`src/design/ssa_ram.sv`:
```
module ssa_ram #(
  parameter int WIDTH = 8,
  parameter int DEPTH = 16
) (
  input  logic                     clk,
  input  logic                     we,
  input  logic [$clog2(DEPTH)-1:0] waddr,
  input  logic [WIDTH-1:0]         wdata,
  input  logic                     re,
  input  logic [$clog2(DEPTH)-1:0] raddr,
  output logic [WIDTH-1:0]         rdata
);

  logic [WIDTH-1:0] mem [DEPTH];
  logic [WIDTH-1:0] rdata_r;

  always_ff @(posedge clk) begin
    if (we) begin
      mem[waddr] <= wdata;
    end
  end

  always_ff @(posedge clk) begin
    if (re) begin
      rdata_r <= mem[raddr];
    end
  end

  assign rdata = rdata_r;

endmodule

```
`config.mk`:
```
export PLATFORM = sky130hd
export DESIGN_NAME = ssa_ram
export DESIGN_NICKNAME = d
export VERILOG_FILES = /design/src/design/ssa_ram.sv
export SDC_FILE = /design/constraint.sdc
export NUM_CORES = 1
export LEC_CHECK = 0
export ABC_AREA = 1
export BUFFER_PORTS_ARGS = -buffer_cell sky130_fd_sc_hd__buf_2
export CAP_MARGIN = 20
export CORE_ASPECT_RATIO = 0.5
export CORE_MARGIN = 2
export CORE_UTILIZATION = 25
export CTS_CLUSTER_DIAMETER = 150
export CTS_CLUSTER_SIZE = 25
export DETAILED_ROUTE_END_ITERATION = 16
export HOLD_SLACK_MARGIN = 0.1
export SYNTH_ARGS = -nofsm -noshare
export SYNTH_HDL_FRONTEND = slang
export SYNTH_SLANG_ARGS = --single-unit
```
`constraint.sdc`:
```
create_clock -name clk -period 2.3 [get_ports clk]
set_input_delay 0.345 -clock clk [delete_from_list [all_inputs] [get_ports clk]]
set_output_delay 0.345 -clock clk [all_outputs]
set_load 0.01 [all_outputs]
```
==> metrics.yaml <==
synth.area.top_cells: "edfxtp_1, nand2_1, nand3_1"
insertedDiodeCount: 0
synth-async-reset-ratio_pct: 0
grt_setup_unrepaired: "no"
vias: 3835
start_util_pct: 25.55
synthCells: 551
drcViolationCount: 0
area_growth_pct: 18.53
rows: 39
synth_edf_count: 136
clk_pin_slew_ps: 60
synth_nets: 570
yosys.cell_types.count: 11
r2r_end: "rdata[7]"
crit_path_end_kind: "flop"
synth_area_leader_cell: "edfxtp_1"
die_w_um: 220.3
maxCapViolations: 0
max-vdd-ir-drop_mv: 0.4333
first_global_vias: 3664
setup_viol: 0
skew_ps: 6.881
critPathLaunch: "raddr[0]"
drive_above_1_share_pct: 11.46
hold_end: "rdata[0]"
cp_max_fo: 64
p_leak_nw: 2.905
ys.flop_type: "edfxtp_1"
critPathRequiredTime_ps: 2470
yosysSeqAreaShare_pct: 69.85
die_height_um: 112.1
cts_tree: "built"
holdWs_ps: 303.3
synth_top_area_share_pct: 69.85
timing.final.max_slew_violations: 0
min_path_type: "input pin to flop"
wl_per_cell_um: 14.31
portBuffers: 26
postRouteAntennaNets: 0
clock.fmax_ghz: 0.6597
holdCritStartpoint: "re"
clkLatencyLatePin_ps: 410
ios: 27
reg2reg_setup_slack_ps: 1030
gp_congestion: 0.8078
syn-cell-area_um2: 5847
grt_pass1_wl_um: 20190
antenna_found_initial: 0
setup_slack_ps: 784.1
drt_pre_antenna_iters: 5
cts_resized: 0
syn_area_per_cell_um2: 10.61
die-area_um2: 24700
cts_setup_buffers: 0
cts_root_buf: "clkbuf_16"
drtIter0Drc: 408
slew_headroom_pct: 44.98
viasPerCell: 4.219
cp.arrival_ps: 1680
critical_path_class: "input pin to flop"
grt_usage_pct: 11.01
htreeDepth: 4
powerDensity_nw_per_um2: 849.6
cts_buffer_depth: 2
r2r_cells: 6
worstMarginPinSlew_ps: 822.2
grt_start_max_net_pins: 65
synth_common_cells: "nand2_1, edfxtp_1, inv_1"
cts.sinks: 136
core-area_um2: 22890
finish.utilization_pct: 30.28
nets: 608
total_power_mw: 5.888
synth.most_common_cell: "nand2_1"
fin_crit_ps: 1516
fillers: 2275
r2r_start: "mem[3][7]"
cp-start-kind: "input pin"
postCtsHoldBufs: 0
dpl_worst_slack_ps: 389.1
period_share_pct: 65.91
drt-total-wl_um: 13010
yosys_warnings: 0
grt_overflow: 0
finalSetupTns_ps: 0
hold_depth: 1
post-dp-hpwl_um: 7804
ys_seq_elements: 136
status: "finished, final reports clean"
cts_buffers: 17
hold_viol: 0
==> metrics by stage <==
step / instances / instance area, µm²
2_1_floorplan: 551 / 5847
3_3_place_gp: 877 / 6335
3_5_place_dp: 877 / 6335
4_1_cts: 909 / 6930
5_1_grt: 909 / 6930
6_report: 909 / 6930
==> routing by layer <==
layer	global-route usage (%)	part of all wire [%]	vias up
met5	0	0	-
met4	4.027	2.2	0
met3	2.900	5.1	21
met2	18.14	48	127
met1	13.94	45	1831
li1	-	-	1856
==> power breakdown <==
part	leakage [nW]	total [mW]	internal [mW]	switching, mW
sequential	1.24	2.81	2.79	0.0138
combinational	1.39	0.339	0.0941	0.245
clock	0.281	2.74	1.80	0.943
==> state kept, by name (all words and copies together) (netlist names) <==
register	count
mem	128
rdata	8
==> cells in the final DEF (no fill, tap or decap), drive strengths merged <==
cell	Yosys	final
nand2	173	173
edfxtp	136	136
inv	102	102
nand3	97	97
buf	24	43
clkbuf	0	22
nor2	17	17
bufinv	0	4
clkinv	0	4
nand3b	2	2
clkinvlp	0	2
==> worst max-delay path by stage <==
stage / endpoint / cells past startpoint
final: rdata[7] / 7
after global placement: rdata[7] / 7
after global routing: rdata[2] / 7
after detailed placement: rdata[7] / 7
after CTS: rdata[7] / 7
after floorplan: mem[10][0] / 2
==> logic make-up (layout without fill, tap and decap cells) <==
family | Yosys count | after routing | synth area share, %
simple gates | 289 | 289 | 20.76
flops | 136 | 136 | 69.85
buf+inv | 126 | 177 | 9.394
==> worst max-delay path: stages <==
cell	delay, ps
buf_2	90
buf_4	550
nand2_1	120
nand3_1	110
nand3_1	150
nand3_1	220
nand2_1	70
==> final cells by class <==
cell class	count	area, µm²	area share (%)
clock buffers	22	444.2	6.409
clock inverters	10	151.4	2.185
inverters	102	382.9	5.524
multi-input cells	289	1214	17.51
flip-flops and latches	136	4084	58.93
well taps	307	384.1	5.543
repair buffers	43	270.3	3.900
(Power assumes the default switching activity.)
