File: src/design/ssa_pkg.sv
package ssa_pkg;

  localparam int IMAGE_ROWS = 512;
  localparam int IMAGE_COLS = 1024;

  localparam int ROW_AW = $clog2(IMAGE_ROWS);
  localparam int X_W = 10;
  localparam int ROW_W = 9;
  localparam int OP_W = 2;

  localparam logic [OP_W-1:0] OP_ADD   = 2'd0;
  localparam logic [OP_W-1:0] OP_READ  = 2'd1;
  localparam logic [OP_W-1:0] OP_CLEAR = 2'd2;

  typedef struct packed {
    logic [OP_W-1:0]  operation;
    logic [X_W-1:0]   point_x;
    logic [ROW_W-1:0] row_index;
  } span_req_t;

  typedef struct packed {
    logic           row_seen;
    logic [X_W-1:0] span_min;
    logic [X_W-1:0] span_max;
    logic           has_interior;
  } span_rsp_t;

  typedef struct packed {
    logic           seen;
    logic [X_W-1:0] lo;
    logic [X_W-1:0] hi;
  } span_entry_t;

  localparam int ENTRY_W = $bits(span_entry_t);

  typedef enum logic [1:0] {
    ST_INIT,
    ST_IDLE,
    ST_LOOKUP,
    ST_CLEAR
  } ssa_state_t;

endpackage

File: src/design/ssa_update.sv
module ssa_update (
  input  ssa_pkg::span_req_t   req,
  input  ssa_pkg::span_entry_t cur,
  output ssa_pkg::span_entry_t upd,
  output logic                 upd_we,
  output ssa_pkg::span_rsp_t   rsp
);
  import ssa_pkg::*;

  logic           row_ok;
  logic           col_ok;
  logic [X_W:0]   diff;

  always_comb begin
    row_ok = 32'(req.row_index) < IMAGE_ROWS;
    col_ok = 32'(req.point_x) < IMAGE_COLS;
    upd = cur;
    upd_we = 1'b0;
    if (req.operation == OP_ADD && row_ok && col_ok) begin
      upd_we = 1'b1;
      if (!cur.seen) begin
        upd.seen = 1'b1;
        upd.lo = req.point_x;
        upd.hi = req.point_x;
      end else begin
        if (req.point_x < cur.lo) begin
          upd.lo = req.point_x;
        end
        if (req.point_x > cur.hi) begin
          upd.hi = req.point_x;
        end
      end
    end

    diff = {1'b0, upd.hi} - {1'b0, upd.lo};
    rsp = '0;
    if (req.operation != OP_CLEAR && row_ok && upd.seen) begin
      rsp.row_seen = 1'b1;
      rsp.span_min = upd.lo;
      rsp.span_max = upd.hi;
      rsp.has_interior = !diff[X_W] && (diff[X_W-1:0] >= X_W'(2));
    end
  end

endmodule

File: config.mk
export PLATFORM = sky130hd
export DESIGN_NAME = ssa_update
export DESIGN_NICKNAME = d
export VERILOG_FILES = /design/src/design/ssa_pkg.sv /design/src/design/ssa_update.sv
export SDC_FILE = /design/constraint.sdc
export NUM_CORES = 1
export LEC_CHECK = 0
export BUFFER_PORTS_ARGS = -buffer_cell sky130_fd_sc_hd__clkbuf_2
export CORE_ASPECT_RATIO = 1.25
export CORE_MARGIN = 2
export CORE_UTILIZATION = 50
export DETAILED_ROUTE_END_ITERATION = 8
export PLACE_DENSITY = 0.94
export REMOVE_ABC_BUFFERS = 1
export SYNTH_ARGS = -nofsm -noshare
export SYNTH_HDL_FRONTEND = slang
export SYNTH_SLANG_ARGS = --single-unit
File: constraint.sdc
create_clock -name vclk -period 5.9
set_input_delay 0.295 -clock vclk [all_inputs]
set_output_delay 0.295 -clock vclk [all_outputs]
set_load 0.05 [all_outputs]
==> results.md, run 1 <==
* DR vias/cell at about 5.6
* Area grow syn2layout at 29.40%
* Post_cts resized at 0
* Unrepaired setup endpoints after global routing: false
* Post-CTS setup buffer count at 0
* WS Path Type: primary input to output port
* Fraction of layout cells with a size suffix above 1 at 0.3182
* Grt total ovfl at 0
* Sequential cells at 0
* Cell area power density at approximately 160 nW/um^2
* Syn Area/Cell at approximately 6.7 um^2
* Clock buffer count at 0
* Global-route usage over all layers at 0.2542
* Slew margin rel. at 0.5156
* Initial Utilization at 0.5284
* HPWL Detailed at about 3700 um
* Area share of the leading cell type in the synthesized netlist at 0.2537
* Area of the core at roughly 2700 um^2
* Placed Area at between 1500 and 2000 um^2
* Largest net degree at the start of global routing at 13
* Synth Instances at ~210
* Synth warn at 0
* Status: complete, no violations
* HP Start: req[20]
* Crit. End Element: output port
* Pre-CTS setup slack at between 1000 and 1500 ps
* Die ar. at 3307 um^2
* Leak at roughly 1.1 nW
* Row cnt at 21
* Cts hold-fix bufs at 0
* Residual DRC at 0
* Final WS setup at 1375 ps
* Worst path required time at 5610 ps
* Worst hold slack at roughly 990 ps
* Sequential-to-total area share from yosys stat at 0
* N_diodes at 0
* Final setup vio count at 0
* Maximum VDD drop at between 0.1 and 0.15 mV
* Die Span Y at around 64 um
* Routability cong. at between 0.9 and 1
* Vias in the first global route at between 1.5k and 2k
* Crit-path max FO at 10
* First-pass GRT wire length at slightly below 7000 um
* Non-Filler Instances at 320
* Initial antenna violation count at 0
* Pre-antenna DRT Iters at 4
* Count leader, synth: inv_1
* I/O Buffers at 77
* Routed wire length at ~4200 um
* Synth cell count leaders: 39 x inv_1, 29 x ha_1, 19 x nor2_1
* Slew Limit Fails at 0
* Main area contributors after synthesis: ha_1 25%, inv_1 10%, mux2_2 7.9%
* Crit path launch: req[12]
* Final Hold Viols at 0
* Final min period at 4525 ps
* Hold crit path type: primary input to output port
* Reg area at 0 um^2
* Max Cap Violations at 0
* Layout Nets at approximately 360
* DRT iter0 DRCs at between 40 and 50
* Unique cell type count in the Yosys netlist at 42
* Routed vias at ~1.8k
* WL per Instance at 13.26 um
* Startpoint Class: primary input
* Crit share post-route at 0.7669
* Antenna Violating Nets Remaining at 0
* I/O Pins at 86
* Post-Syn Area at around 1400 um^2
* Fmax at 221.0 MHz
* Cell total after placement at 320
* Final Cell Area at between 1500 and 2000 um^2
* Worst path arrival time at 4230 ps
* Area leader, netlist: ha_1
* # fillers at 232
* Setup_tns at 0 ps
* Worst-margin pin slew at between 700 and 800 ps
* Die Wd at around 52 um
area by class of cell:
| type | instances | area (um^2) | share of cell area |
|---|---|---|---|
| tap | 34 | 42.54 | 0.02299 |
| timing repair buffer | 78 | 392.9 | 0.2123 |
| inverter | 39 | 146.4 | 0.07911 |
| multi-input combinational | 169 | 1269 | 0.6856 |
power breakdown:
group | leakage (nW) | internal, W | total [W] | switching (W)
Sequential | 0 | 0 | 0 | 0
Combinational | 1.14 | 0.0000913 | 0.000293 | 0.000202
Clock | 0 | 0 | 0 | 0
worst paths after layout:
check / to / slack (ps) / depth (start not counted)
hold / removal: upd[20] / 990 / 3
setup / recovery: rsp[0] / 1380 / 16
logic make-up after synthesis:
kind of cell | Yosys count | synth area share
AO/OA/AOI/OAI | 57 | 0.2616
XOR/XNOR | 1 | 0.006125
adder cells (fa/ha/maj) | 30 | 0.2607
buffers and inverters | 43 | 0.1129
multiplexers | 19 | 0.1417
AND/OR/NAND/NOR | 62 | 0.2170
cell usage in the layout (no fill, tap or decap), drive strengths merged, types with 2 or more instances in the layout:
cell,n
a211o,2
a21o,3
a21oi,18
nand4,5
nor3,2
inv,39
a31oi,4
nand3,2
nand2b,2
nor2,19
clkbuf,77
o211ai,2
o21ai,13
a211oi,3
o22ai,2
nand2,15
o21a,2
mux2,10
mux2i,9
and2,10
ha,29
worst max-delay path: stages:
cell and delay [ps]:
clkbuf_2 120, ha_1 320, a21o_1 160, a21o_1 170
a2111o_1 450, nand2_2 120, nand2_1 60, nand2_1 330
mux2_2 420, ha_1 380, a211oi_1 290, o21ai_1 130
o21ai_1 180, mux2_2 350, a41oi_1 150, clkbuf_2 310
routing by layer:
layer | share of wire | track usage
met1 | 0.41 | 0.3134
met2 | 0.53 | 0.4731
met3 | 0.044 | 0.007009
met4 | 0.017 | 0.05592
met5 | 0 | 0
stage by stage:
stage | power, W | utilization
2_1_floorplan | 0.0002206 | -
3_3_place_gp | 0.0002836 | 0.6838
3_5_place_dp | 0.0002902 | 0.6838
4_1_cts | 0.0002915 | 0.6838
5_1_grt | 0.0003171 | 0.6838
6_report | 0.0002929 | 0.6838
Power figures use the tool's default switching activity.
==> inputs of run 2 (changes only) <==
--- a/config.mk
+++ b/config.mk
@@ -8,9 +8,9 @@
 export BUFFER_PORTS_ARGS = -buffer_cell sky130_fd_sc_hd__clkbuf_2
 export CORE_ASPECT_RATIO = 1.25
 export CORE_MARGIN = 2
-export CORE_UTILIZATION = 50
+export CORE_UTILIZATION = 46
 export DETAILED_ROUTE_END_ITERATION = 8
-export PLACE_DENSITY = 0.94
+export PLACE_DENSITY = 0.87
 export REMOVE_ABC_BUFFERS = 1
 export SYNTH_ARGS = -nofsm -noshare
 export SYNTH_HDL_FRONTEND = slang
==> constraint.sdc (replaced) <==
create_clock -name vclk -period 4.3
set_input_delay 0.215 -clock vclk [all_inputs]
set_output_delay 0.215 -clock vclk [all_outputs]
set_load 0.05 [all_outputs]
==> run 2 against run 1 <==
  * Final cell count increased by 3.4%
  * First-iteration DRC count decreased by 9.1%
  * Sequential share of layout area unchanged
  * Non-clock buffer count increased by 9
  * Highest routed layer unchanged
==> results.md, run 2 (synthesis gave the netlist of run 1 again) <==
* Crit share post-route at 0.9531
* First-pass GRT wire length at ~6800 um
* WL per Instance at ~13 um
* Die Wd at ~54 um
* Fmax at approximately 240 MHz
* Final Hold Viols at 0
* Pre-antenna DRT Iters at 4
* Fraction of layout cells with a size suffix above 1 at 0.3559
* Crit-path max FO at 6
* Initial Utilization at 0.4856
* DRT iter0 DRCs at 40
* DR vias/cell at between 5 and 6
* Unrepaired setup endpoints after global routing: false
* Reg area at 0 um^2
* Worst path required time at ~4100 ps
* Residual DRC at 0
* Die ar. at about 3600 um^2
* Worst-margin pin slew at 427.2 ps
* Vias in the first global route at roughly 1.6k
* Slew margin rel. at 0.7142
* Setup_tns at 0 ps
* Maximum VDD drop at 0.1599 mV
* Startpoint Class: primary input
* Slew Limit Fails at 0
* Leak at 1.183 nW
* WS Path Type: primary input to output port
* Most common cell after layout, fill and taps aside: clkbuf_2
* Largest net degree at the start of global routing at 13
* Worst hold slack at slightly above 800 ps
* Initial antenna violation count at 0
* Final cell utilization of the core at 0.6682
* Global-route usage over all layers at 0.2441
* Final setup vio count at 0
* HPWL Detailed at about 3700 um
* N_diodes at 0
* Sequential cells at 0
* Crit. End Element: output port
* I/O Pins at 86
* Area grow syn2layout at 37.62%
* Pre-CTS setup slack at roughly 160 ps
* Routed wire length at approximately 4300 um
* Worst path arrival time at ~3900 ps
* Cts hold-fix bufs at 0
* Hold crit path type: primary input to output port
* Final min period at 4098 ps
* Most frequent cells in the layout: 76 x clkbuf_2, 39 x inv_1, 27 x ha_1
* Die Span Y at 66.34 um
* Max Cap Violations at 0
* Row cnt at 22
* Antenna Violating Nets Remaining at 0
* Layout Nets at 368
* Area of the core at approximately 2900 um^2
* Routability cong. at roughly 0.9
* Grt total ovfl at 0
* Cell area power density at approximately 220 nW/um^2
* Final WS setup at just over 200 ps
* Routed vias at around 1.8k
* Clock buffer count at 0
* Status: complete, no violations
* I/O Buffers at 77
[run 2: power by group]
part	total [W]	leakage [nW]	switching, W	internal (W)
logic	0.000425	1.18	0.000283	0.000142
clock network	0	0	0	0
registers	0	0	0	0
[run 2: worst max-delay path, cell delays in order]
cell      delay (ps)
clkbuf_2         120
ha_1             330
a21oi_1          190
o21ai_0          130
a2111o_1         400
nand2_2          120
nand2_1           60
nand2_1           90
buf_4            150
mux2_2           380
ha_1             350
buf_4            160
a21oi_1          120
o32a_1           150
nand4_1           70
a21oi_1          130
o211ai_1         100
nor3_1           240
a41oi_2          180
buf_12           190
[run 2: stage by stage]
step                std cells  area (um^2)  power [W]
floorplan                 208         1415  0.0003027
detailed placement        330         1928  0.0004128
CTS                       330         1928  0.0004146
finish                    331         1968  0.0004246
global placement          330         1928  0.0004077
global route              331         1968  0.0004604
[run 2: layout make-up]
type / count / area, um^2
fill: 246 / 977.2
inverter: 39 / 146.4
multi-input combinational: 169 / 1301
tap: 36 / 45.04
timing repair buffer: 87 / 475.5
[run 2: metal layers]
layer  global-route usage  share of wire  routed length [um]
met1               0.2970           0.42                1827
met2               0.4649           0.55                2401
met3             0.004525          0.017                  76
met4              0.03526         0.0094                  41
met5                    0              0                   0
[run 2: worst paths after layout]
kind                  slack [ps]      end  startpoint  cells after the start
worst max-delay path         200   rsp[0]     req[18]                     20
worst min-delay path         830  upd[20]     req[20]                      3
[run 2: timing repair]
item / 4_1_cts / 5_1_grt
endpoints found under the setup margin: 0 / 1
gates resized for setup: 0 / 5
buffers inserted: 0 / 1
==> inputs of run 3 (changes only) <==
--- a/config.mk
+++ b/config.mk
@@ -8,9 +8,11 @@
 export BUFFER_PORTS_ARGS = -buffer_cell sky130_fd_sc_hd__clkbuf_2
 export CORE_ASPECT_RATIO = 1.25
 export CORE_MARGIN = 2
-export CORE_UTILIZATION = 46
+export CORE_UTILIZATION = 50
 export DETAILED_ROUTE_END_ITERATION = 8
-export PLACE_DENSITY = 0.87
+export GPL_TIMING_DRIVEN = 0
+export PLACE_DENSITY = 0.94
+export RECOVER_POWER = 25
 export REMOVE_ABC_BUFFERS = 1
 export SYNTH_ARGS = -nofsm -noshare
 export SYNTH_HDL_FRONTEND = slang
==> constraint.sdc (replaced) <==
create_clock -name vclk -period 4.79
set_input_delay 0.2395 -clock vclk [all_inputs]
set_output_delay 0.2395 -clock vclk [all_outputs]
set_load 0.05 [all_outputs]
==> run 3 against run 2 <==
  * Final area shrank 6.5%
  * Worst hold slack gained 150 ps
  * Sequential share of layout area is the same
  * Routed wire length shrank 0.18%
  * Die area shrank 7.5%
  * Total power shrank 15%
  * Critical path type unchanged
  * Largest cell class unchanged
  * Highest routed layer unchanged
==> results.md, run 3 (synthesis gave the netlist of run 1 again) <==
* Residual DRC at 0
* Global-route usage over all layers at 0.2665
* Fraction of layout cells with a size suffix above 1 at 0.2867
* Max Cap Violations at 0
* WS Path Type: primary input to output port
* N_diodes at 0
* Worst path required time at around 4600 ps
* CP delay by family, top: compound AO/OA/AOI/OAI gates
* Sw frac at 0.6912
* First-pass GRT wire length at approximately 7200 um
* Part of the power in registers at 0
* Layout Nets at between 300 and 400
* Cts hold-fix bufs at 0
* Final Hold Viols at 0
* NetSw at 0.0002489 W
* Initial antenna violation count at 0
* WL per Instance at 13.56 um
* Crit share post-route at 0.9326
* Maximum VDD drop at ~0.14 mV
* Die ar. at 3307 um^2
* Final cell utilization of the core at 0.6796
* Clock buffer count at 0
* Startpoint Class: primary input
* Worst-path cell chain: clkbuf_2, ha_1, a21oi_1, o21ai_0, a2111o_1, nand2_2, nand2_1, nand2_1, mux2_2, ha_1, a211oi_1, o21ai_1, o21ai_1, mux2_2, a41oi_1, clkbuf_2
* Worst Path Buf+Inv at 2
* Grt total ovfl at 0
* Routed wire length at approximately 4300 um
* Status: complete, no violations
* Hold crit path type: primary input to output port
* Initial Utilization at 0.5284
* Leak at between 1 and 1.5 nW
* Pre-CTS setup slack at roughly 370 ps
* I/O Buffers at between 70 and 80
* I/O Pins at 86
* Area grow syn2layout at 28.61%
* Slowest cell on crit path: mux2_2
* Post_cts resized at 0
* Internal Dissipation at roughly 0.00011 W
* DR vias/cell at 5.631
* Largest net degree at the start of global routing at 13
* Row cnt at 21
* Vias in the first global route at roughly 1.7k
* Die Wd at between 50 and 60 um
* Clock Power Share at 0
* Final min period at roughly 4500 ps
* Die Span Y at roughly 64 um
* HPWL Detailed at roughly 3800 um
* Most common cell after layout, fill and taps aside: clkbuf_2
* Slew margin rel. at 0.5493
* Worst path arrival time at approximately 4200 ps
* Routed vias at between 1.5k and 2k
* Total Power at between 0.0003 and 0.0004 W
* Sequential cells at 0
* Slew Limit Fails at 0
* Reg area at 0 um^2
* Most frequent cells in the layout: 68 x clkbuf_2, 39 x inv_1, 29 x ha_1
* Crit. End Element: output port
* Final WS setup at 323.0 ps
* Largest stage delay, worst path at around 420 ps
* Pre-antenna DRT Iters at 4
* Area of the core at ~2700 um^2
* Antenna Violating Nets Remaining at 0
* Unrepaired setup endpoints after global routing: false
* Post-CTS setup buffer count at 0
* Comb power frac at 1.000
* Routability cong. at roughly 0.95
* DRT iter0 DRCs at 67
* Worst-margin pin slew at about 670 ps
* Final setup vio count at 0
* Cell area power density at a little under 200 nW/um^2
* Setup_tns at 0 ps
* Fmax at approximately 220 MHz
* Crit-path max FO at 10
run 3: cell count changes in the layout (fill, tap and decap cells not counted), moves of 2 or more:
| cell | delta |
|---|---|
| buf_4 | -9 |
| clkbuf_2 | -8 |
| ha_1 | +2 |
| clkbuf_1 | +9 |
run 3: layout make-up:
| type | instances | area, um^2 |
|---|---|---|
| multi-input cells | 169 | 1269 |
| fillers | 232 | 867.1 |
| well taps | 34 | 42.54 |
| repair buffers | 78 | 381.6 |
| inverters | 39 | 146.4 |
run 3: per-stage QoR:
step	hold slack, ps	instances	cell area [um^2]
floorplan	691.1	208	1415
global placement	864.6	319	1843
detailed placement	939.3	320	1851
CTS	938.8	320	1851
global route	1013	320	1839
finish	978.0	320	1839
run 3: routing by layer:
layer	GRT usage	vias to the layer above	part of all wire	wire length (um)
met2	0.5047	67	0.53	2308
met4	0.08553	0	0.014	60
met3	0.01636	8	0.049	214
li1	-	900	-	-
met5	0	-	0	0
met1	0.3034	827	0.40	1755
run 3: power by group through the flow:
stage                     clock [W]  sequential (W)  combinational, W
after floorplan                   0               0          0.000272
after global placement            0               0          0.000349
after detailed placement          0               0          0.000358
after CTS                         0               0          0.000360
after global routing              0               0          0.000389
final                             0               0          0.000360
run 3: path summary, 6_finish.rpt:
check / startpoint / end / slack (ps) / cells past startpoint
worst max-delay path: req[18] / rsp[0] / 320 / 16
worst min-delay path: cur[0] / upd[0] / 980 / 4
